==> config.mk <==
export PLATFORM = sky130hd
export DESIGN_NAME = fpe_fmul
export DESIGN_NICKNAME = d
export VERILOG_FILES = /design/src/fpe_pkg.sv /design/src/fpe_fmul.sv
export SDC_FILE = /design/constraint.sdc
export NUM_CORES = 2
export LEC_CHECK = 0
export CAP_MARGIN = 0
export CORE_UTILIZATION = 48
export CTS_CLUSTER_DIAMETER = 100
export DETAILED_ROUTE_END_ITERATION = 8
export DONT_BUFFER_PORTS = 1
export SYNTH_ARGS = -nofsm -noshare
export SYNTH_HDL_FRONTEND = slang
export SYNTH_SLANG_ARGS = --single-unit
==> constraint.sdc <==
create_clock -name clk -period 24.8 [get_ports clk]
set_input_delay 2.48 -clock clk [delete_from_list [all_inputs] [get_ports clk]]
set_output_delay 2.48 -clock clk [all_outputs]
set_load 0.05 [all_outputs]
==> src/fpe_pkg.sv <==
`default_nettype none
// ----------------------------------------------------------------------------
// fpe_pkg: shared types, constants and rounding functions
// Binary32 constants, the sideband record carried beside each operation and
// the normalize/round helpers used by the multiply and add units.
// ----------------------------------------------------------------------------
package fpe_pkg;

	localparam logic [31:0] K_MAGIC     = 32'h4B40_0000;
	localparam logic [31:0] K_NEG_MAGIC = 32'hCB40_0000;
	localparam logic [31:0] K_ZERO_MAG  = 32'h42CF_F1B4;
	localparam logic [31:0] K_INF_CUT   = 32'h42B1_7217;
	localparam logic [31:0] K_LOG2E     = 32'h3FB8_AA3B;
	localparam logic [31:0] K_NLN2_HI   = 32'hBF31_7200;
	localparam logic [31:0] K_NLN2_LO   = 32'hB5BF_BE8E;
	localparam logic [31:0] K_C1        = 32'h3F7F_FFFB;
	localparam logic [31:0] K_C2        = 32'h3EFF_FEE3;
	localparam logic [31:0] K_C3        = 32'h3E2A_AD40;
	localparam logic [31:0] K_C4        = 32'h3D2B_9D0D;
	localparam logic [31:0] K_C5        = 32'h3C07_CFCE;
	localparam logic [31:0] K_EXP_MIN   = 32'hC100_0000;
	localparam logic [31:0] K_EXP_MAX   = 32'h3F80_0000;
	localparam logic [31:0] K_ONE       = 32'h3F80_0000;
	localparam logic [31:0] K_DEF_NAN   = 32'hFFC0_0000;
	localparam logic [31:0] K_INF       = 32'h7F80_0000;
	localparam logic [31:0] K_QUIET     = 32'h0040_0000;

	typedef struct packed {
		logic [31:0] x;
		logic [31:0] sn;
		logic [31:0] so;
		logic [31:0] aux;
		logic        last;
	} side_t;

	function automatic logic is_nan(input logic [31:0] v);
		is_nan = (v[30:0] > K_INF[30:0]);
	endfunction

	function automatic logic is_inf(input logic [31:0] v);
		is_inf = (v[30:0] == K_INF[30:0]);
	endfunction

	function automatic logic is_zero(input logic [31:0] v);
		is_zero = (v[30:0] == 31'd0);
	endfunction

	// sig has its leading bit at 30; exp is the biased exponent minus one
	function automatic logic [31:0] round_pack(input logic sign,
			input logic signed [11:0] exp, input logic [30:0] sig);
		logic [31:0]        s;
		logic signed [11:0] e;
		logic [11:0]        nsh;
		logic [31:0]        mask;
		logic [6:0]         rb;
		logic [31:0]        s2;
		logic               ovf;
		s    = {1'b0, sig};
		e    = exp;
		ovf  = 1'b0;
		nsh  = 12'd0;
		mask = 32'd0;
		if (e < 12'sd0) begin
			nsh = 12'(-e);
			if (nsh >= 12'd31) begin
				s = {31'd0, |s};
			end else begin
				mask = (32'd1 << nsh[4:0]) - 32'd1;
				s    = (s >> nsh[4:0]) | {31'd0, |(s & mask)};
			end
			e = 12'sd0;
		end else if (e > 12'sd253 ||
				(e == 12'sd253 && (s + 32'h40) >= 32'h8000_0000)) begin
			ovf = 1'b1;
		end
		rb = s[6:0];
		s2 = (s + 32'h40) >> 7;
		if (rb == 7'h40) begin
			s2[0] = 1'b0;
		end
		if (s2 == 32'd0) begin
			e = 12'sd0;
		end
		if (ovf) begin
			round_pack = {sign, K_INF[30:0]};
		end else begin
			round_pack = {sign, 31'd0} + {1'b0, e[7:0], 23'd0} + s2;
		end
	endfunction

	// rounds the nonzero value m * 2^k
	function automatic logic [31:0] norm_round(input logic sign,
			input logic signed [11:0] k, input logic [62:0] m);
		logic [5:0]         h;
		logic [5:0]         s;
		logic [62:0]        mm;
		logic [30:0]        sig;
		logic signed [11:0] e;
		h = 6'd0;
		for (int i = 0; i < 63; i++) begin
			if (m[i]) begin
				h = 6'(i);
			end
		end
		s   = 6'd62 - h;
		mm  = m << s;
		sig = mm[62:32] | {30'd0, |mm[31:0]};
		e   = k - $signed({6'd0, s}) + 12'sd188;
		norm_round = round_pack(sign, e, sig);
	endfunction

endpackage
`default_nettype wire

==> src/fpe_fmul.sv <==
`default_nettype none
// ----------------------------------------------------------------------------
// fpe_fmul: pipelined binary32 multiplier
// Two stages: special cases and significand product, then normalize and
// round to nearest even. Sideband record travels beside the operands.
// ----------------------------------------------------------------------------
module fpe_fmul (
	input  wire logic          clk,
	input  wire logic          arst_n,
	input  wire logic          en,
	input  wire logic          in_valid,
	input  wire logic [31:0]   a,
	input  wire logic [31:0]   b,
	input  wire fpe_pkg::side_t side_in,
	output logic               out_valid,
	output logic [31:0]        r,
	output fpe_pkg::side_t     side_out
);
	import fpe_pkg::*;

	logic               sign;
	logic               spec;
	logic [31:0]        spec_val;
	logic [23:0]        sa;
	logic [23:0]        sb;
	logic [7:0]         ea;
	logic [7:0]         eb;

	logic               v_s1;
	logic               sign_s1;
	logic               spec_s1;
	logic [31:0]        spec_val_s1;
	logic signed [11:0] k_s1;
	logic [47:0]        prod_s1;
	side_t              side_s1;

	logic               v_s2;
	logic [31:0]        r_s2;
	side_t              side_s2;

	always_comb begin
		sign     = a[31] ^ b[31];
		spec     = 1'b1;
		spec_val = 32'd0;
		if (is_nan(a)) begin
			spec_val = a | K_QUIET;
		end else if (is_nan(b)) begin
			spec_val = b | K_QUIET;
		end else if (is_inf(a) || is_inf(b)) begin
			spec_val = (is_zero(a) || is_zero(b)) ? K_DEF_NAN : {sign, K_INF[30:0]};
		end else if (is_zero(a) || is_zero(b)) begin
			spec_val = {sign, 31'd0};
		end else begin
			spec = 1'b0;
		end
		sa = {|a[30:23], a[22:0]};
		sb = {|b[30:23], b[22:0]};
		ea = (a[30:23] == 8'd0) ? 8'd1 : a[30:23];
		eb = (b[30:23] == 8'd0) ? 8'd1 : b[30:23];
	end

	always_ff @(posedge clk or negedge arst_n) begin
		if (!arst_n) begin
			v_s1 <= 1'b0;
			v_s2 <= 1'b0;
		end else if (en) begin
			v_s1 <= in_valid;
			v_s2 <= v_s1;
		end
	end

	always_ff @(posedge clk) begin
		if (en) begin
			sign_s1     <= sign;
			spec_s1     <= spec;
			spec_val_s1 <= spec_val;
			k_s1        <= $signed({4'd0, ea}) + $signed({4'd0, eb}) - 12'sd300;
			prod_s1     <= sa * sb;
			side_s1     <= side_in;
			r_s2        <= spec_s1 ? spec_val_s1
				: norm_round(sign_s1, k_s1, {15'd0, prod_s1});
			side_s2     <= side_s1;
		end
	end

	assign out_valid = v_s2;
	assign r         = r_s2;
	assign side_out  = side_s2;

endmodule
`default_nettype wire

; ---- After elaboration in Yosys (flattened, before gate mapping)
; Cells that the tools add are included.
[word_totals]
regBits = 386
in_bits = 197
out_inout_bits = 162
[classes]
n_addsub = 11
mul = 1
n_lt_le_gt_ge = 6
n_eq_ne = 4
shifts = 3
n_mux = 69
bitwise = 4
n_reduce_logical = 16
[ops]
columns = op, count
row1 = 32-bit two-way mux, 10
row2 = 6-bit two-way mux, 47
row3 = 32-bit OR reduction, 2
row4 = 48-bit by 6-bit << shifter with 63-bit output, 1
row5 = "31-bit equality test, second input constant", 2
row6 = "31-bit greater-than comparator, second input constant", 2
row7 = 31-bit logical NOT, 2
row8 = 24-bit by 24-bit multiplier with 48-bit output, 1
row9 = 8-bit two-way mux, 5
row10 = "31-bit by 7-bit adder with 32-bit output, second input constant", 1
row11 = 32-bit by 25-bit adder with 32-bit output, 1
row12 = 32-bit by 31-bit adder with 32-bit output, 1
row13 = "32-bit by 7-bit adder with 32-bit output, second input constant", 1
row14 = 31-bit by 32-bit AND with 32-bit output, 1
row15 = "32-bit >= comparator, second input constant", 1
row16 = 32-bit logical NOT, 1
row17 = 32-bit by 1-bit OR with 32-bit output, 1
row18 = "1-bit by 5-bit << shifter with 32-bit output, first input constant", 1
row19 = 31-bit by 5-bit right shift with 32-bit output, 1
row20 = "32-bit by 1-bit subtractor with 32-bit output, second input constant", 1
row21 = 31-bit by 1-bit OR with 31-bit output, 1
row22 = 31-bit OR reduction, 1
row23 = 8-bit logical NOT, 2
row24 = 8-bit OR reduction, 2
row25 = other kinds (17), 25

; ---- Logic depth before layout (Yosys ltp)
[logic_depth]
ltp_word = 70
ltp_mapped = 59
mapped_depth_nobuf = 45

; ---- Worst setup path before layout
; No wires, ideal clock.
[synth_timing]
path_kind = register to register
from = reg prod_s1[31]
to = reg r_s2[27] (netlist: r[27]) (data pin)
setup_ps = 270
arrival_ps = 11740
slack_ps = 12789
stages_incl_launch_ff = 57
path_cell_list = edfxtp_1 -> buf_2 -> or3_4 -> a211oi_4 -> and4_4 -> a22oi_4 -> a21oi_2 -> inv_2 -> buf_6 -> buf_6 -> buf_4 -> buf_4 -> buf_2 -> ha_1 -> clkbuf_1 -> inv_1 -> o21ai_0 -> o211ai_2 -> [... 21 more ...] -> inv_1 -> a2111o_1 -> or4_1 -> o31ai_1 -> a21boi_0 -> o22ai_1 -> and4b_1 -> nand3_2 -> buf_6 -> nand2_1 -> nor2_1 -> ha_1 -> inv_1 -> fa_1 -> nor3_1 -> xnor2_1 -> a311oi_1 -> a21oi_1
[synth_via]
elab_chain_cells = 40
[synth_rtl]
columns = element, line
row1 = "start, declared", fpe_fmul.sv:34  ; logic [47:0] prod_s1;
row2 = "start signal, assigned", fpe_fmul.sv:78  ; prod_s1 <= sa * sb;
row3 = 6-bit two-way mux (17 in series), fpe_pkg.sv:101  ; if (m[i]) begin
row4 = 6-bit two-way mux, fpe_fmul.sv:73  ; if (en) begin
row5 = 6-bit subtractor, fpe_pkg.sv:105  ; s = 6'd62 - h;
row6 = 12-bit by 7-bit subtractor with 12-bit output, fpe_pkg.sv:108  ; e = k - $signed({6'd0, s}) + 12'sd188;
row7 = 12-bit by 9-bit adder with 12-bit output, fpe_pkg.sv:108
row8 = 12-bit negation, fpe_pkg.sv:64  ; nsh = 12'(-e);
row9 = 1-bit by 5-bit << shifter with 32-bit output, fpe_pkg.sv:68  ; mask = (32'd1 << nsh[4:0]) - 32'd1;
row10 = 32-bit by 1-bit subtractor with 32-bit output, fpe_pkg.sv:68
row11 = [... 8 more ...], n/a
row12 = 1-bit two-way mux, fpe_fmul.sv:73
row13 = 32-bit logical NOT, fpe_pkg.sv:81  ; if (s2 == 32'd0) begin
row14 = 8-bit two-way mux, fpe_pkg.sv:81
row15 = 8-bit two-way mux, fpe_fmul.sv:73
row16 = 32-bit by 31-bit adder with 32-bit output, fpe_pkg.sv:87  ; round_pack = {sign, 31'd0} + {1'b0, e[7:0], 23'd0} + s2;
row17 = 32-bit by 25-bit adder with 32-bit output, fpe_pkg.sv:87
row18 = 32-bit two-way mux *, fpe_pkg.sv:84  ; if (ovf) begin
row19 = 32-bit two-way mux *, fpe_fmul.sv:80  ; r_s2 <= spec_s1 ? spec_val_s1
row20 = "end signal, assigned", fpe_fmul.sv:80
row21 = "end, declared", fpe_fmul.sv:38  ; logic [31:0] r_s2;
; Every way passes the cells marked *; elsewhere a longest branch is shown, timed or not. The select of a mux whose other input is x is not followed.
; A chain may end at the register's enable or synchronous reset.

; ---- Worst setup path after layout
[layout_timing]
from = reg prod_s1[29]
to = reg r_s2[28] (netlist: r[28]) (data pin)
[layout_via]
elab_chain_cells = 42
[layout_rtl]
columns = element, line
row1 = 6-bit two-way mux (19 in series), fpe_pkg.sv:101
row2 = 6-bit two-way mux, fpe_fmul.sv:73
row3 = 6-bit subtractor, fpe_pkg.sv:105
row4 = 12-bit by 7-bit subtractor with 12-bit output, fpe_pkg.sv:108
row5 = 12-bit by 9-bit adder with 12-bit output, fpe_pkg.sv:108
row6 = 12-bit negation, fpe_pkg.sv:64
row7 = 1-bit by 5-bit << shifter with 32-bit output, fpe_pkg.sv:68
row8 = 32-bit by 1-bit subtractor with 32-bit output, fpe_pkg.sv:68
row9 = [... 8 more ...], n/a
row10 = 1-bit two-way mux, fpe_fmul.sv:73
row11 = 32-bit logical NOT, fpe_pkg.sv:81
row12 = 8-bit two-way mux, fpe_pkg.sv:81
row13 = 8-bit two-way mux, fpe_fmul.sv:73
row14 = 32-bit by 31-bit adder with 32-bit output, fpe_pkg.sv:87
row15 = 32-bit by 25-bit adder with 32-bit output, fpe_pkg.sv:87
row16 = 32-bit two-way mux *, fpe_pkg.sv:84
row17 = 32-bit two-way mux *, fpe_fmul.sv:80
; Marked as above.

==> out/qor.csv <==
stage;metric;value;unit
worst_setup_path;CP Launch Type;flop;
logic_synthesis;total number of yosys warnings;0;
routing;via count;37500;
worst_setup_path;CP required;25.14;ns
routing;drt total wl;170000;µm
placed_design;HPWL after DPL;126000;µm
sta;Min Hold Slack;0.402;ns
logic_synthesis;Primary FF master, synth;edfxtp_1;
run_status;failing checks;capacitance limit;
routing;Detail Route Antenna Nets;0;
logic_synthesis;Mapped Avg Cell Area;9.37;µm²
finish;Layout Nets;5427;
finish;share of layout cells above drive strength 1;6.07;%
global_routing;antenna violations before repair;2;
clocking;clock-pin slew on the worst setup and hold paths;0.06;ns
run_status;status;complete, but fails checks;
sta;minimum clock period;13.18;ns
clocking;postcts setup bufs;0;
sta;Max Clk Rate;75.9;MHz
clocking;CTS Buf Count;40;
clocking;hold_buf cts;0;
clocking;cts repair resizes;0;
floorplanning;Initial Util;48.5;%
sta;Hold Fails Final Rpt;0;
routing;Routed WL per cell;29.6;µm
sta;final setup violation count;0;
worst_setup_path;worst-path fanout max;21;
routing;Via density;6.52;
finish;Area growth, synth to finish;4.67;%
sta;setup TNS;0;ns
floorplanning;row cnt;111;
sta;RSZ-0062 raised after global routing;false;
logic_synthesis;Post-Synthesis Cells;4744;
finish;commonest non-fill, non-tap cell in the layout;nand2_1;
worst_hold_path;Hold/Removal Path Class;flop to flop;
logic_synthesis;synthesized flop and latch total;384;
floorplanning;Die Width;306;µm
clocking;CTS root buffer;clkbuf_16;
finish;Post-Layout Cell Count;5748;
clocking;clock sinks;384;
clocking;Clock Tree Buf Depth;3;
global_routing;first-pass GRT wire length;250000;µm
logic_synthesis;synthesized area;44400;µm²
run;max-capacitance violation count;1;
placed_design;placed insts;5674;
sta;Max-slew headroom;0.403;%
global_routing;gr usage total;35.8;%
sta;post-route setup slack;11.62;ns
logic_synthesis;Synth cell types;111;
sta;Slew Viols, Final;0;
floorplanning;I/O pin count;359;
clocking;clock latency on the worst-skew pair;0.60;ns
global_routing;largest net degree at the start of global routing;385;
sta;Slew @ Worst Pin;1.49;ns
worst_setup_path;Slowest-stage cell, CP;fa_1;
placed_design;GPL Wtd Cong;1.05;
clocking;CTS tree;built;
routing;drc violations;0;
worst_setup_path;largest incremental delay on the critical path;0.94;ns
routing;DRC violation total after the first TritonRoute iteration;4417;
sta;Setup Skew;0.0489;ns
floorplanning;core area;91700;µm²
worst_setup_path;Crit. End Element;flop;
logic_synthesis;Post-synth EDFFs;382;
logic_synthesis;syn nets;5641;
placed_design;Port Buffers;0;
logic_synthesis;Seq/Total Area, Yosys;25.9;%
floorplanning;Vert. Die Dim;306;µm
floorplanning;die area;93800;µm²
worst_setup_path;register-to-register setup slack;11.62;ns
global_routing;global route total overflow;0;
worst_setup_path;kind of critical path;flop to flop;
sta;ratio of final minimum period to clock period;53.1;%
logic_synthesis;asr flop ratio synth;0.521;%
worst_setup_path;CP arrival;13.52;ns
global_routing;vias in the first global route;37100;
placed_design;pre-CTS setup slack;11.83;ns
clocking;H-tree depth;2;
routing;DRT Pass-1 Iters;6;
finish;most frequent cells in the layout;nand2_1 (593), inv_1 (581), fa_1 (485);
through the flow:
stage | instance area, µm² | utilization [%]
finish | 46500 | 50.7
global route | 46500 | 50.7
CTS | 46500 | 50.7
detailed placement | 45200 | 49.3
global placement | 45200 | 49.3
floorplan | 44400 | -
synth_stat cells (24+ instances only):
cell type	number	area [µm²]
a211oi_1	73	548
o31ai_1	31	233
nor4_1	61	382
o21ai_0	145	726
mux2i_1	45	450
and2_1	254	1590
a221oi_1	28	245
inv_1	581	2180
o211ai_1	51	383
nor2_1	237	890
clkbuf_1	240	901
o311ai_0	24	210
o21a_1	24	180
nand4_1	51	319
nand2b_1	25	156
nand2_1	593	2230
nor3_1	84	420
and3_1	24	150
fa_1	485	9710
a22oi_1	32	240
xnor2_1	65	569
xor2_1	29	254
buf_2	62	310
a21oi_1	180	901
nand3_1	99	495
edfxtp_1	382	11500
a31oi_1	44	275
mux4_2	26	586
o22ai_1	32	200
ha_1	215	2690
a22o_1	29	254
routing by layer:
layer,vias up,track usage [%],routed length (µm)
li1,16100,-,-
met1,18700,47.4,67400
met2,2111,55.7,76800
met3,513,7.93,16400
met4,0,17.3,9380
met5,-,0,0
path summary, 6_finish.rpt:
path                              start            end  cells past startpoint
max                         prod_s1[29]          r[28]                     42
min                        side_s1[117]  side_out[117]                      0
max reg2reg                 prod_s1[29]          r[28]                     42
min reg2reg                side_s1[117]  side_out[117]                      0
max in group asynchronous        arst_n           v_s1                      0
min in group asynchronous        arst_n      out_valid                      0
final cells by class:
class                           instances  area (µm²)
Fill cell                            8705       45200
Sequential cell                       384       11500
Tap cell                             1186        1480
Clock inverter                         20         250
Timing Repair Buffer                   81         608
Clock buffer                           52        1050
Antenna cell                            2        5.00
Multi-Input combinational cell       3435       29400
Inverter                              588        2210
worst max-delay path, delay by kind of cell (launching register included):
family / cells / cell delay, ns
multiplexers: 1 / 0.13
AND/OR/NAND/NOR: 14 / 5.03
XOR/XNOR: 1 / 0.13
AO/OA/AOI/OAI: 14 / 3.79
adder cells (fa/ha/maj): 5 / 2.08
flip-flops: 1 / 0.57
buffers and inverters: 7 / 1.15
cells by family after synthesis:
kind of cell,after synthesis,synth area share (%)
flops,384,25.9
xor+xnor,95,1.90
simple gates,1563,17.2
mux,89,2.79
compound gates,988,16.0
fa+ha+maj,700,27.9
buf+inv,925,8.23
flip-flops by register name, indices dropped and copies added (netlist names):
signal / count
out_valid: 1
k_s1: 10
spec_s1: 1
v_s1: 1
r: 32
side_s1: 129
side_out: 129
prod_s1: 48
sign_s1: 1
spec_val_s1: 32
Power is left out: the tool's default activity adds up to more than one toggle a clock period on the data nets, which glitch-free logic cannot reach.
