--- config.mk ---
export PLATFORM = sky130hd
export DESIGN_NAME = fpe_fadd
export DESIGN_NICKNAME = d
export VERILOG_FILES = /design/src/fpe_pkg.sv /design/src/fpe_fadd.sv
export SDC_FILE = /design/constraint.sdc
export NUM_CORES = 1
export LEC_CHECK = 0
export BUFFER_PORTS_ARGS = -buffer_cell sky130_fd_sc_hd__clkbuf_2
export CORE_MARGIN = 2
export CORE_UTILIZATION = 45
export DETAILED_ROUTE_END_ITERATION = 8
export PLACE_DENSITY_LB_ADDON = 0.12
export SLEW_MARGIN = 10
export SYNTH_ARGS = -nofsm -noshare
export SYNTH_HDL_FRONTEND = slang
export SYNTH_SLANG_ARGS = --single-unit
--- constraint.sdc ---
create_clock -name clk -period 10.7 [get_ports clk]
set_clock_uncertainty 0.15 [all_clocks]
set_input_delay 1.07 -clock clk [delete_from_list [all_inputs] [get_ports clk]]
set_output_delay 1.07 -clock clk [all_outputs]
set_load 0.05 [all_outputs]
--- src/fpe_pkg.sv ---
`default_nettype none
// ----------------------------------------------------------------------------
// fpe_pkg: shared types, constants and rounding functions
// Binary32 constants, the sideband record carried beside each operation and
// the normalize/round helpers used by the multiply and add units.
// ----------------------------------------------------------------------------
package fpe_pkg;

	localparam logic [31:0] K_MAGIC     = 32'h4B40_0000;
	localparam logic [31:0] K_NEG_MAGIC = 32'hCB40_0000;
	localparam logic [31:0] K_ZERO_MAG  = 32'h42CF_F1B4;
	localparam logic [31:0] K_INF_CUT   = 32'h42B1_7217;
	localparam logic [31:0] K_LOG2E     = 32'h3FB8_AA3B;
	localparam logic [31:0] K_NLN2_HI   = 32'hBF31_7200;
	localparam logic [31:0] K_NLN2_LO   = 32'hB5BF_BE8E;
	localparam logic [31:0] K_C1        = 32'h3F7F_FFFB;
	localparam logic [31:0] K_C2        = 32'h3EFF_FEE3;
	localparam logic [31:0] K_C3        = 32'h3E2A_AD40;
	localparam logic [31:0] K_C4        = 32'h3D2B_9D0D;
	localparam logic [31:0] K_C5        = 32'h3C07_CFCE;
	localparam logic [31:0] K_EXP_MIN   = 32'hC100_0000;
	localparam logic [31:0] K_EXP_MAX   = 32'h3F80_0000;
	localparam logic [31:0] K_ONE       = 32'h3F80_0000;
	localparam logic [31:0] K_DEF_NAN   = 32'hFFC0_0000;
	localparam logic [31:0] K_INF       = 32'h7F80_0000;
	localparam logic [31:0] K_QUIET     = 32'h0040_0000;

	typedef struct packed {
		logic [31:0] x;
		logic [31:0] sn;
		logic [31:0] so;
		logic [31:0] aux;
		logic        last;
	} side_t;

	function automatic logic is_nan(input logic [31:0] v);
		is_nan = (v[30:0] > K_INF[30:0]);
	endfunction

	function automatic logic is_inf(input logic [31:0] v);
		is_inf = (v[30:0] == K_INF[30:0]);
	endfunction

	function automatic logic is_zero(input logic [31:0] v);
		is_zero = (v[30:0] == 31'd0);
	endfunction

	// sig has its leading bit at 30; exp is the biased exponent minus one
	function automatic logic [31:0] round_pack(input logic sign,
			input logic signed [11:0] exp, input logic [30:0] sig);
		logic [31:0]        s;
		logic signed [11:0] e;
		logic [11:0]        nsh;
		logic [31:0]        mask;
		logic [6:0]         rb;
		logic [31:0]        s2;
		logic               ovf;
		s    = {1'b0, sig};
		e    = exp;
		ovf  = 1'b0;
		nsh  = 12'd0;
		mask = 32'd0;
		if (e < 12'sd0) begin
			nsh = 12'(-e);
			if (nsh >= 12'd31) begin
				s = {31'd0, |s};
			end else begin
				mask = (32'd1 << nsh[4:0]) - 32'd1;
				s    = (s >> nsh[4:0]) | {31'd0, |(s & mask)};
			end
			e = 12'sd0;
		end else if (e > 12'sd253 ||
				(e == 12'sd253 && (s + 32'h40) >= 32'h8000_0000)) begin
			ovf = 1'b1;
		end
		rb = s[6:0];
		s2 = (s + 32'h40) >> 7;
		if (rb == 7'h40) begin
			s2[0] = 1'b0;
		end
		if (s2 == 32'd0) begin
			e = 12'sd0;
		end
		if (ovf) begin
			round_pack = {sign, K_INF[30:0]};
		end else begin
			round_pack = {sign, 31'd0} + {1'b0, e[7:0], 23'd0} + s2;
		end
	endfunction

	// rounds the nonzero value m * 2^k
	function automatic logic [31:0] norm_round(input logic sign,
			input logic signed [11:0] k, input logic [62:0] m);
		logic [5:0]         h;
		logic [5:0]         s;
		logic [62:0]        mm;
		logic [30:0]        sig;
		logic signed [11:0] e;
		h = 6'd0;
		for (int i = 0; i < 63; i++) begin
			if (m[i]) begin
				h = 6'(i);
			end
		end
		s   = 6'd62 - h;
		mm  = m << s;
		sig = mm[62:32] | {30'd0, |mm[31:0]};
		e   = k - $signed({6'd0, s}) + 12'sd188;
		norm_round = round_pack(sign, e, sig);
	endfunction

endpackage
`default_nettype wire

--- src/fpe_fadd.sv ---
`default_nettype none
// ----------------------------------------------------------------------------
// fpe_fadd: pipelined binary32 adder
// Three stages: special cases and alignment, significand add or subtract,
// then normalize and round to nearest even.
// ----------------------------------------------------------------------------
module fpe_fadd (
	input  wire logic          clk,
	input  wire logic          arst_n,
	input  wire logic          en,
	input  wire logic          in_valid,
	input  wire logic [31:0]   a,
	input  wire logic [31:0]   b,
	input  wire fpe_pkg::side_t side_in,
	output logic               out_valid,
	output logic [31:0]        r,
	output fpe_pkg::side_t     side_out
);
	import fpe_pkg::*;

	logic        spec;
	logic [31:0] spec_val;
	logic [7:0]  ea_a;
	logic [7:0]  eb_b;
	logic [55:0] big_a;
	logic [55:0] big_b;
	logic        swap;
	logic [55:0] hi_sig;
	logic [55:0] lo_sig;
	logic [7:0]  hi_exp;
	logic        hi_sgn;
	logic        lo_sgn;
	logic [7:0]  d;
	logic [55:0] mask;
	logic [55:0] lo_al;

	logic        v_s1;
	logic        spec_s1;
	logic [31:0] spec_val_s1;
	logic [55:0] hi_s1;
	logic [55:0] lo_s1;
	logic [7:0]  exp_s1;
	logic        hsg_s1;
	logic        lsg_s1;
	side_t       side_s1;

	logic        v_s2;
	logic        spec_s2;
	logic [31:0] spec_val_s2;
	logic [56:0] m_s2;
	logic        sign_s2;
	logic [7:0]  exp_s2;
	side_t       side_s2;

	logic        v_s3;
	logic [31:0] r_s3;
	side_t       side_s3;

	logic [56:0] m_sum;
	logic        m_sign;

	always_comb begin
		spec     = 1'b1;
		spec_val = 32'd0;
		if (is_nan(a)) begin
			spec_val = a | K_QUIET;
		end else if (is_nan(b)) begin
			spec_val = b | K_QUIET;
		end else if (is_inf(a) && is_inf(b)) begin
			spec_val = (a[31] == b[31]) ? a : K_DEF_NAN;
		end else if (is_inf(a)) begin
			spec_val = a;
		end else if (is_inf(b)) begin
			spec_val = b;
		end else if (is_zero(a) && is_zero(b)) begin
			spec_val = {a[31] & b[31], 31'd0};
		end else if (is_zero(a)) begin
			spec_val = b;
		end else if (is_zero(b)) begin
			spec_val = a;
		end else begin
			spec = 1'b0;
		end
		ea_a  = (a[30:23] == 8'd0) ? 8'd1 : a[30:23];
		eb_b  = (b[30:23] == 8'd0) ? 8'd1 : b[30:23];
		big_a = {8'd0, |a[30:23], a[22:0], 24'd0} << 8;
		big_b = {8'd0, |b[30:23], b[22:0], 24'd0} << 8;
		swap  = (ea_a < eb_b);
		hi_sig = swap ? big_b : big_a;
		lo_sig = swap ? big_a : big_b;
		hi_exp = swap ? eb_b : ea_a;
		hi_sgn = swap ? b[31] : a[31];
		lo_sgn = swap ? a[31] : b[31];
		d      = hi_exp - (swap ? ea_a : eb_b);
		mask   = 56'd0;
		if (d >= 8'd63) begin
			lo_al = {55'd0, |lo_sig};
		end else begin
			mask  = (56'd1 << d[5:0]) - 56'd1;
			lo_al = (lo_sig >> d[5:0]) | {55'd0, |(lo_sig & mask)};
		end
	end

	always_comb begin
		if (hsg_s1 == lsg_s1) begin
			m_sum  = {1'b0, hi_s1} + {1'b0, lo_s1};
			m_sign = hsg_s1;
		end else if (hi_s1 >= lo_s1) begin
			m_sum  = {1'b0, hi_s1 - lo_s1};
			m_sign = hsg_s1;
		end else begin
			m_sum  = {1'b0, lo_s1 - hi_s1};
			m_sign = lsg_s1;
		end
	end

	always_ff @(posedge clk or negedge arst_n) begin
		if (!arst_n) begin
			v_s1 <= 1'b0;
			v_s2 <= 1'b0;
			v_s3 <= 1'b0;
		end else if (en) begin
			v_s1 <= in_valid;
			v_s2 <= v_s1;
			v_s3 <= v_s2;
		end
	end

	always_ff @(posedge clk) begin
		if (en) begin
			spec_s1     <= spec;
			spec_val_s1 <= spec_val;
			hi_s1       <= hi_sig;
			lo_s1       <= lo_al;
			exp_s1      <= hi_exp;
			hsg_s1      <= hi_sgn;
			lsg_s1      <= lo_sgn;
			side_s1     <= side_in;

			spec_s2     <= spec_s1;
			spec_val_s2 <= spec_val_s1;
			m_s2        <= m_sum;
			sign_s2     <= m_sign;
			exp_s2      <= exp_s1;
			side_s2     <= side_s1;

			if (spec_s2) begin
				r_s3 <= spec_val_s2;
			end else if (m_s2 == 57'd0) begin
				r_s3 <= 32'd0;
			end else begin
				r_s3 <= norm_round(sign_s2, $signed({4'd0, exp_s2}) - 12'sd182,
					{6'd0, m_s2});
			end
			side_s3 <= side_s2;
		end
	end

	assign out_valid = v_s3;
	assign r         = r_s3;
	assign side_out  = side_s3;

endmodule
`default_nettype wire

# ---- After elaboration in Yosys (flattened, before gate mapping)
# Cells that the tools add are included.
dict set report op_classes {
  add_sub_neg 15
  order_cmp 9
  n_eq_ne 6
  shift 5
  muxes 104
  bitwise_logic 6
  reduce_logical 19
}
# cell n
set op_table {}
lappend op_table {{$mux W32} 17}
lappend op_table {{$mux W6} 58}
lappend op_table {{$mux W56} 3}
lappend op_table {{$reduce_or A56 Y1} 2}
lappend op_table {{$sub A56 B56 Y56} 2}
lappend op_table {{$mux W8} 9}
lappend op_table {{$reduce_or A32 Y1} 2}
lappend op_table {{$shl A57 B6 Y63} 1}
lappend op_table {{$eq A31 B31 Y1 const B} 2}
lappend op_table {{$gt A31 B31 Y1 const B} 2}
lappend op_table {{$logic_not A31 Y1} 2}
lappend op_table {{$add A56 B56 Y57} 1}
lappend op_table {{$logic_not A57 Y1} 1}
lappend op_table {{$mux W57} 1}
lappend op_table {{$and A56 B56 Y56} 1}
lappend op_table {{$ge A56 B56 Y1} 1}
lappend op_table {{$or A56 B1 Y56} 1}
lappend op_table {{$shl A1 B6 Y56 const A} 1}
lappend op_table {{$shr A56 B6 Y56} 1}
lappend op_table {{$sub A56 B1 Y56 const B} 1}
lappend op_table {{$add A31 B7 Y32 const B} 1}
lappend op_table {{$add A32 B25 Y32} 1}
lappend op_table {{$add A32 B31 Y32} 1}
lappend op_table {{$add A32 B7 Y32 const B} 1}
lappend op_table {{other kinds (31)} 51}
dict set report word_totals {
  ff_bits 676
  inputBits 197
}

# ---- Depth between registers and ports, before layout
dict set report logic_depth {
  depth_word 88
  depth_mapped 61
}

# ---- Least setup slack after synthesis
# No wires, ideal clock.
dict set report synth_timing {
  path_kind {register -> register}
  start {register m_s2[56]}
  end {register r_s3[31] (netlist: r[31]) (data pin)}
  setup_time_ns 0.262
  arrival_time_ns 10.809
  required_ns 10.288
  path_slack_ns -0.521
  stages_incl_launch_ff 53
  n_path_buf 8
  period_less_slack_ns 11.221
  cell_sequence {edfxtp_1 > clkbuf_1 > nor3_1 > nand4_1 > o211ai_1 > nor2_1 > inv_2 > buf_2 > buf_1 > ha_1 > buf_2 > inv_1 > nand3_2 > nand2_4 > inv_2 > buf_6 > buf_6 > buf_2 > [17 not listed] > nand4_1 > or4_1 > o31ai_1 > o21ai_0 > nor4_1 > nand4_2 > o21ai_4 > nor2_1 > ha_1 > inv_1 > fa_1 > nor2_1 > nand2b_1 > inv_1 > nand2_1 > nor4_1 > o21ai_1 > nand3_1}
}
dict set report synth_via {
  elab_chain_cells 33
  elab_cells_between_ends 54
  classes_between {add/sub (9); order compare (4); eq/ne (2); shift (3); mux (26); bitwise (3); reduce/logical (7)}
}
# item line
set synth_lines {}
lappend synth_lines {{start, declared} fpe_fadd.sv:50} ;# logic [56:0] m_s2;
lappend synth_lines {{start signal, assigned} fpe_fadd.sv:142} ;# m_s2 <= m_sum;
lappend synth_lines {{$mux W6} fpe_pkg.sv:101} ;# if (m[i]) begin
lappend synth_lines {{$mux W6} fpe_fadd.sv:149} ;# end else if (m_s2 == 57'd0) begin
lappend synth_lines {{$mux W6} fpe_fadd.sv:147} ;# if (spec_s2) begin
lappend synth_lines {{$mux W6} fpe_fadd.sv:130} ;# if (en) begin
lappend synth_lines {{$sub A6 B6 Y6} fpe_pkg.sv:105} ;# s = 6'd62 - h;
lappend synth_lines {{$sub A9 B7 Y10} fpe_pkg.sv:108} ;# e = k - $signed({6'd0, s}) + 12'sd188;
lappend synth_lines {{$add A10 B9 Y11} fpe_pkg.sv:108}
lappend synth_lines {{$neg A11 Y12} fpe_pkg.sv:64} ;# nsh = 12'(-e);
lappend synth_lines {{[17 not listed]} n/a}
lappend synth_lines {{$mux W8} fpe_fadd.sv:149}
lappend synth_lines {{$mux W8} fpe_fadd.sv:147}
lappend synth_lines {{$mux W8} fpe_fadd.sv:130}
lappend synth_lines {{$add A32 B31 Y32} fpe_pkg.sv:87} ;# round_pack = {sign, 31'd0} + {1'b0, e[7:0], 23'd0} + s2;
lappend synth_lines {{$add A32 B25 Y32} fpe_pkg.sv:87}
lappend synth_lines {{$mux W32} fpe_pkg.sv:84} ;# if (ovf) begin
lappend synth_lines {{$mux W32 (*)} fpe_fadd.sv:149}
lappend synth_lines {{$mux W32 (*)} fpe_fadd.sv:147}
lappend synth_lines {{end signal, assigned} fpe_fadd.sv:148} ;# r_s3 <= spec_val_s2;
lappend synth_lines {{end signal, assigned} fpe_fadd.sv:152} ;# r_s3 <= norm_round(sign_s2, $signed({4'd0, exp_s2}) - 12'sd182,
lappend synth_lines {{end, declared} fpe_fadd.sv:56} ;# logic [31:0] r_s3;
# Every way passes the cells marked *; elsewhere a longest branch is shown, timed or not. The select of a mux whose other input is x is not followed.
# A chain may end at the register's enable or synchronous reset.

# ---- Worst setup path in the final report
dict set report layout_timing {
  start {register m_s2[22]}
  end {register r_s3[29] (netlist: r[29]) (data pin)}
}
dict set report layout_via {
  elab_chain_cells 67
  elab_cells_between_ends 88
  classes_between {add/sub (9); order compare (4); eq/ne (2); shift (3); mux (60); bitwise (3); reduce/logical (7)}
}
# item line
set layout_lines {}
lappend layout_lines {{$mux W6 (35 in series)} fpe_pkg.sv:101}
lappend layout_lines {{$mux W6} fpe_fadd.sv:149}
lappend layout_lines {{$mux W6} fpe_fadd.sv:147}
lappend layout_lines {{$mux W6} fpe_fadd.sv:130}
lappend layout_lines {{$sub A6 B6 Y6} fpe_pkg.sv:105}
lappend layout_lines {{$sub A9 B7 Y10} fpe_pkg.sv:108}
lappend layout_lines {{$add A10 B9 Y11} fpe_pkg.sv:108}
lappend layout_lines {{$neg A11 Y12} fpe_pkg.sv:64}
lappend layout_lines {{[17 not listed]} n/a}
lappend layout_lines {{$mux W8} fpe_fadd.sv:149}
lappend layout_lines {{$mux W8} fpe_fadd.sv:147}
lappend layout_lines {{$mux W8} fpe_fadd.sv:130}
lappend layout_lines {{$add A32 B31 Y32} fpe_pkg.sv:87}
lappend layout_lines {{$add A32 B25 Y32} fpe_pkg.sv:87}
lappend layout_lines {{$mux W32} fpe_pkg.sv:84}
lappend layout_lines {{$mux W32 (*)} fpe_fadd.sv:149}
lappend layout_lines {{$mux W32 (*)} fpe_fadd.sv:147}
# Marks and branches as above.

==> run summary <==
The maximum number of buffers from clock root to sink came out at 3. The total grt overflow came out at 0. The number of core rows came out at 109. Timing would allow up to 98.3 MHz. The routed layout has 35200 vias. The clock latency on the worst-skew pair came out at 0.64 ns. The count of pins over their slew limit is 0. Synthesis instantiated 130 different standard cells from the library. For this run, design rule violations remaining after detail routing come to 2.

The endpoint required time on the critical path is 10.92 ns. In this run the critical register-to-register path is launched from m_s2[22]$_DFFE_PP_. In this run the standard cell core region covers 0.0885 mm². The effective utilization at floorplan came out at 45.4%. The remaining antenna violation count after routing is 0.

The minimum setup slack among reg-to-reg paths is 0.53 ns. The wire length of the first global-routing pass is 228000 µm. STA classifies the critical path endpoint as a register. The fraction of the yosys area taken by sequential cells is 48.1%.

After clock tree synthesis, the clock-pin slew on the worst setup and hold paths is 0.06 ns. At the pin with the least slew margin, the transition time is 1.18 ns. The largest net degree at the start of global routing came out at 181. Relative to the synthesized area, the layout overhead comes to 15.4%.

The average cell area after synthesis came out at 10.2 µm². The final reports fail on DRC. The number of failing hold endpoints at the final stage came out at 0.

The first-pass iteration count of the detailed router is 8. The max capacitance violation total came out at 0. The post-synthesis sequential element count is 644. The number of antenna violations at the first check in global routing is 6. The area of the mapped netlist came out at 0.0402 mm². The final instance count without filler cells is 5544. The number of buffers created by CTS came out at 70.

The total global-route track usage came out at 33.8%. The clock root buffer master is clkbuf_16. Headroom to the max-slew limit came out at 20.4%. The async set-or-reset flop fraction in the synthesized netlist came out at 0.466%. The final weighted congestion in routability-driven placement came out at 1.06. Setup repair after global routing left no endpoint under its margin. The number of flops mapped to enable cells by yosys came out at 641. The largest fanout of any net on the critical path is 48. The path type of the worst min-delay path is in -> async. The worst setup path is launched from a register.

The endpoint arrival time on the critical path is 10.39 ns. The number of violations reported at the end of detailed-routing iteration 0 is 4087. The mean number of vias per cell is 6.36. The final net count came out at 4638. The run finished, with violations left.

The via count of the first global-routing pass came out at 33300. The sum of routed wire length over all layers is 159000 µm. During synthesis, Yosys emitted a total of 0 warnings. The post-detailed-route wirelength per cell came out at 28.6 µm.

The floorplan step defined a die boundary enclosing 0.0917 mm². The total of buffers placed on input and output ports came out at 358. From left edge to right edge, the die measures 303 µm. The clock sink total is 644.

TritonCTS built the clock tree. The type of the worst setup path is reg -> reg. The number of placed instances, taps included, is 5414. The post-layout worst setup margin came out at 0.528 ns. The sum of negative setup slack is 0 ns. In this run the critical register-to-register path is captured at r[29]$_DFFE_PP_.

The synthesized net count came out at 4258. Hold repair after CTS inserted 0 buffers. Setup violations remaining at the end of the flow were counted as 0. The synthesized instance count came out at 3946. On the worst path, the slowest cell contributes a delay of 0.76 ns. The H-tree was split into 3 levels. The post-route fraction of the period consumed by the critical path is 95.1%.

The number of cells on the worst reg-to-reg path is 29. Of the cells placed in the final design, the portion with a size suffix greater than 1 is 18.5%. The post-placement setup slack is -0.290 ns. Among all stages on the critical path, the largest delay is contributed by a2111oi_1.

The final critical delay including setup and external delays came out at 10.17 ns. The height of the die came out at 303 µm. The estimated wirelength of the detail-placed design is 122000 µm.

The most frequently used flop master after synthesis is edfxtp_1. During I/O placement, the number of pins put on the boundary was 359.
-- synthesized netlist by cell type, drive strengths merged (20+ instances only) --
cell type	instances	share of area, %
nand3	110	1.4
o21ai	228	2.9
o221ai	28	0.63
or3	28	0.44
a21oi	289	3.6
and3	30	0.48
o31ai	43	0.80
a22o	36	0.78
and2	26	0.40
nand2b	20	0.31
nor4	62	0.98
or4	34	0.65
xor2	33	0.72
clkbuf	163	1.5
a2111oi	20	0.49
nand4	45	0.75
a211oi	50	0.95
a31oi	46	0.72
edfxtp	641	48
nand2	347	3.3
o22ai	35	0.58
nor2	352	3.3
a21o	46	0.86
ha	111	3.5
mux2i	226	5.7
o211ai	56	1.1
o21bai	30	0.56
buf	67	0.98
a22oi	20	0.42
nor3	156	2.0
xnor2	86	1.9
mux2	62	1.8
inv	139	1.3
-- critical path, delay by kind of cell, from the launching register on --
kind / cells / cell delay, ns
compound gates: 14 / 4.69
xor+xnor: 2 / 0.37
fa+ha+maj: 3 / 0.88
buf+inv: 2 / 0.36
flops: 1 / 0.46
mux: 1 / 0.35
simple gates: 7 / 2.64
-- per-stage QoR --
stage,hold slack (ns),util (%),cell area (µm²)
floorplan,0.250,-,40200
global placement,0.250,49.7,43900
detailed placement,0.255,49.7,43900
CTS,0.0692,52.3,46300
global route,0.0753,52.4,46400
finish,0.0973,52.4,46400
-- timing repair --
| item | 4_1_cts | 5_1_grt |
|---|---|---|
| endpoints found under the setup margin | 8 | 9 |
| resized for setup | 3 | 19 |
| buffers inserted | 0 | 5 |
| pin swaps | 1 | 4 |
-- logic make-up after synthesis --
kind of cell             after synthesis  synth area share, %
adder cells (fa/ha/maj)              117                 3.70
AND/OR/NAND/NOR                     1270                 15.1
XOR/XNOR                             119                 2.59
flip-flops                           644                 48.1
multiplexers                         290                 7.53
buffers and inverters                372                 3.84
AO/OA/AOI/OAI                       1134                 19.2
-- layout make-up --
class                           instances  area [µm²]
Multi-Input combinational cell       2930       19600
Clock inverter                         41         509
Timing Repair Buffer                  538        3170
Fill cell                            8117       42100
Inverter                              142         536
Antenna cell                            4        10.0
Tap cell                             1165        1460
Clock buffer                           80        1790
Sequential cell                       644       19300
-- how the worst max path moves through the flow --
stage,start,end,slack [ns],depth (start not counted)
final,m_s2[22]$_DFFE_PP_,r[29]$_DFFE_PP_,0.53,29
after global routing,m_s2[22]$_DFFE_PP_,r[29]$_DFFE_PP_,0.02,32
after CTS,m_s2[22]$_DFFE_PP_,r[31]$_DFFE_PP_,0.04,46
after detailed placement,m_s2[22]$_DFFE_PP_,r[31]$_DFFE_PP_,-0.29,46
after global placement,m_s2[22]$_DFFE_PP_,r[31]$_DFFE_PP_,-0.27,49
after floorplan,m_s2[48]$_DFFE_PP_,r[31]$_DFFE_PP_,0.04,53
-- routing by layer --
layer  vias to the layer above  track usage (%)  routed length (µm)
met5                         -                0                  13
met4                         2             17.0                9190
met3                       441             7.06               14100
met2                      1962             53.7               72900
met1                     16900             43.8               62500
li1                      15900                -                   -
-- cell usage in the layout (no fill, tap or decap), types with 70 or more instances in the layout --
cell	instances
a21oi_1	286
clkbuf_2	357
xnor2_1	75
inv_1	132
o21ai_0	205
nor2_1	348
mux2i_1	225
clkbuf_16	70
nand2_1	346
nor3_1	151
ha_1	109
edfxtp_1	641
buf_4	179
nand3_1	108
-- flip-flops by register name, summed over array words and instances, names as in the netlist, 8 cells and up --
| name | count |
|---|---|
| side_out | 129 |
| side_s1 | 129 |
| side_s2 | 129 |
| m_s2 | 57 |
| lo_s1 | 56 |
| r | 32 |
| spec_val_s1 | 32 |
| spec_val_s2 | 32 |
| hi_s1 | 24 |
| exp_s1 | 8 |
| exp_s2 | 8 |
Power is left out: the tool's default activity adds up to more than one toggle a clock period on the data nets, which glitch-free logic cannot reach.
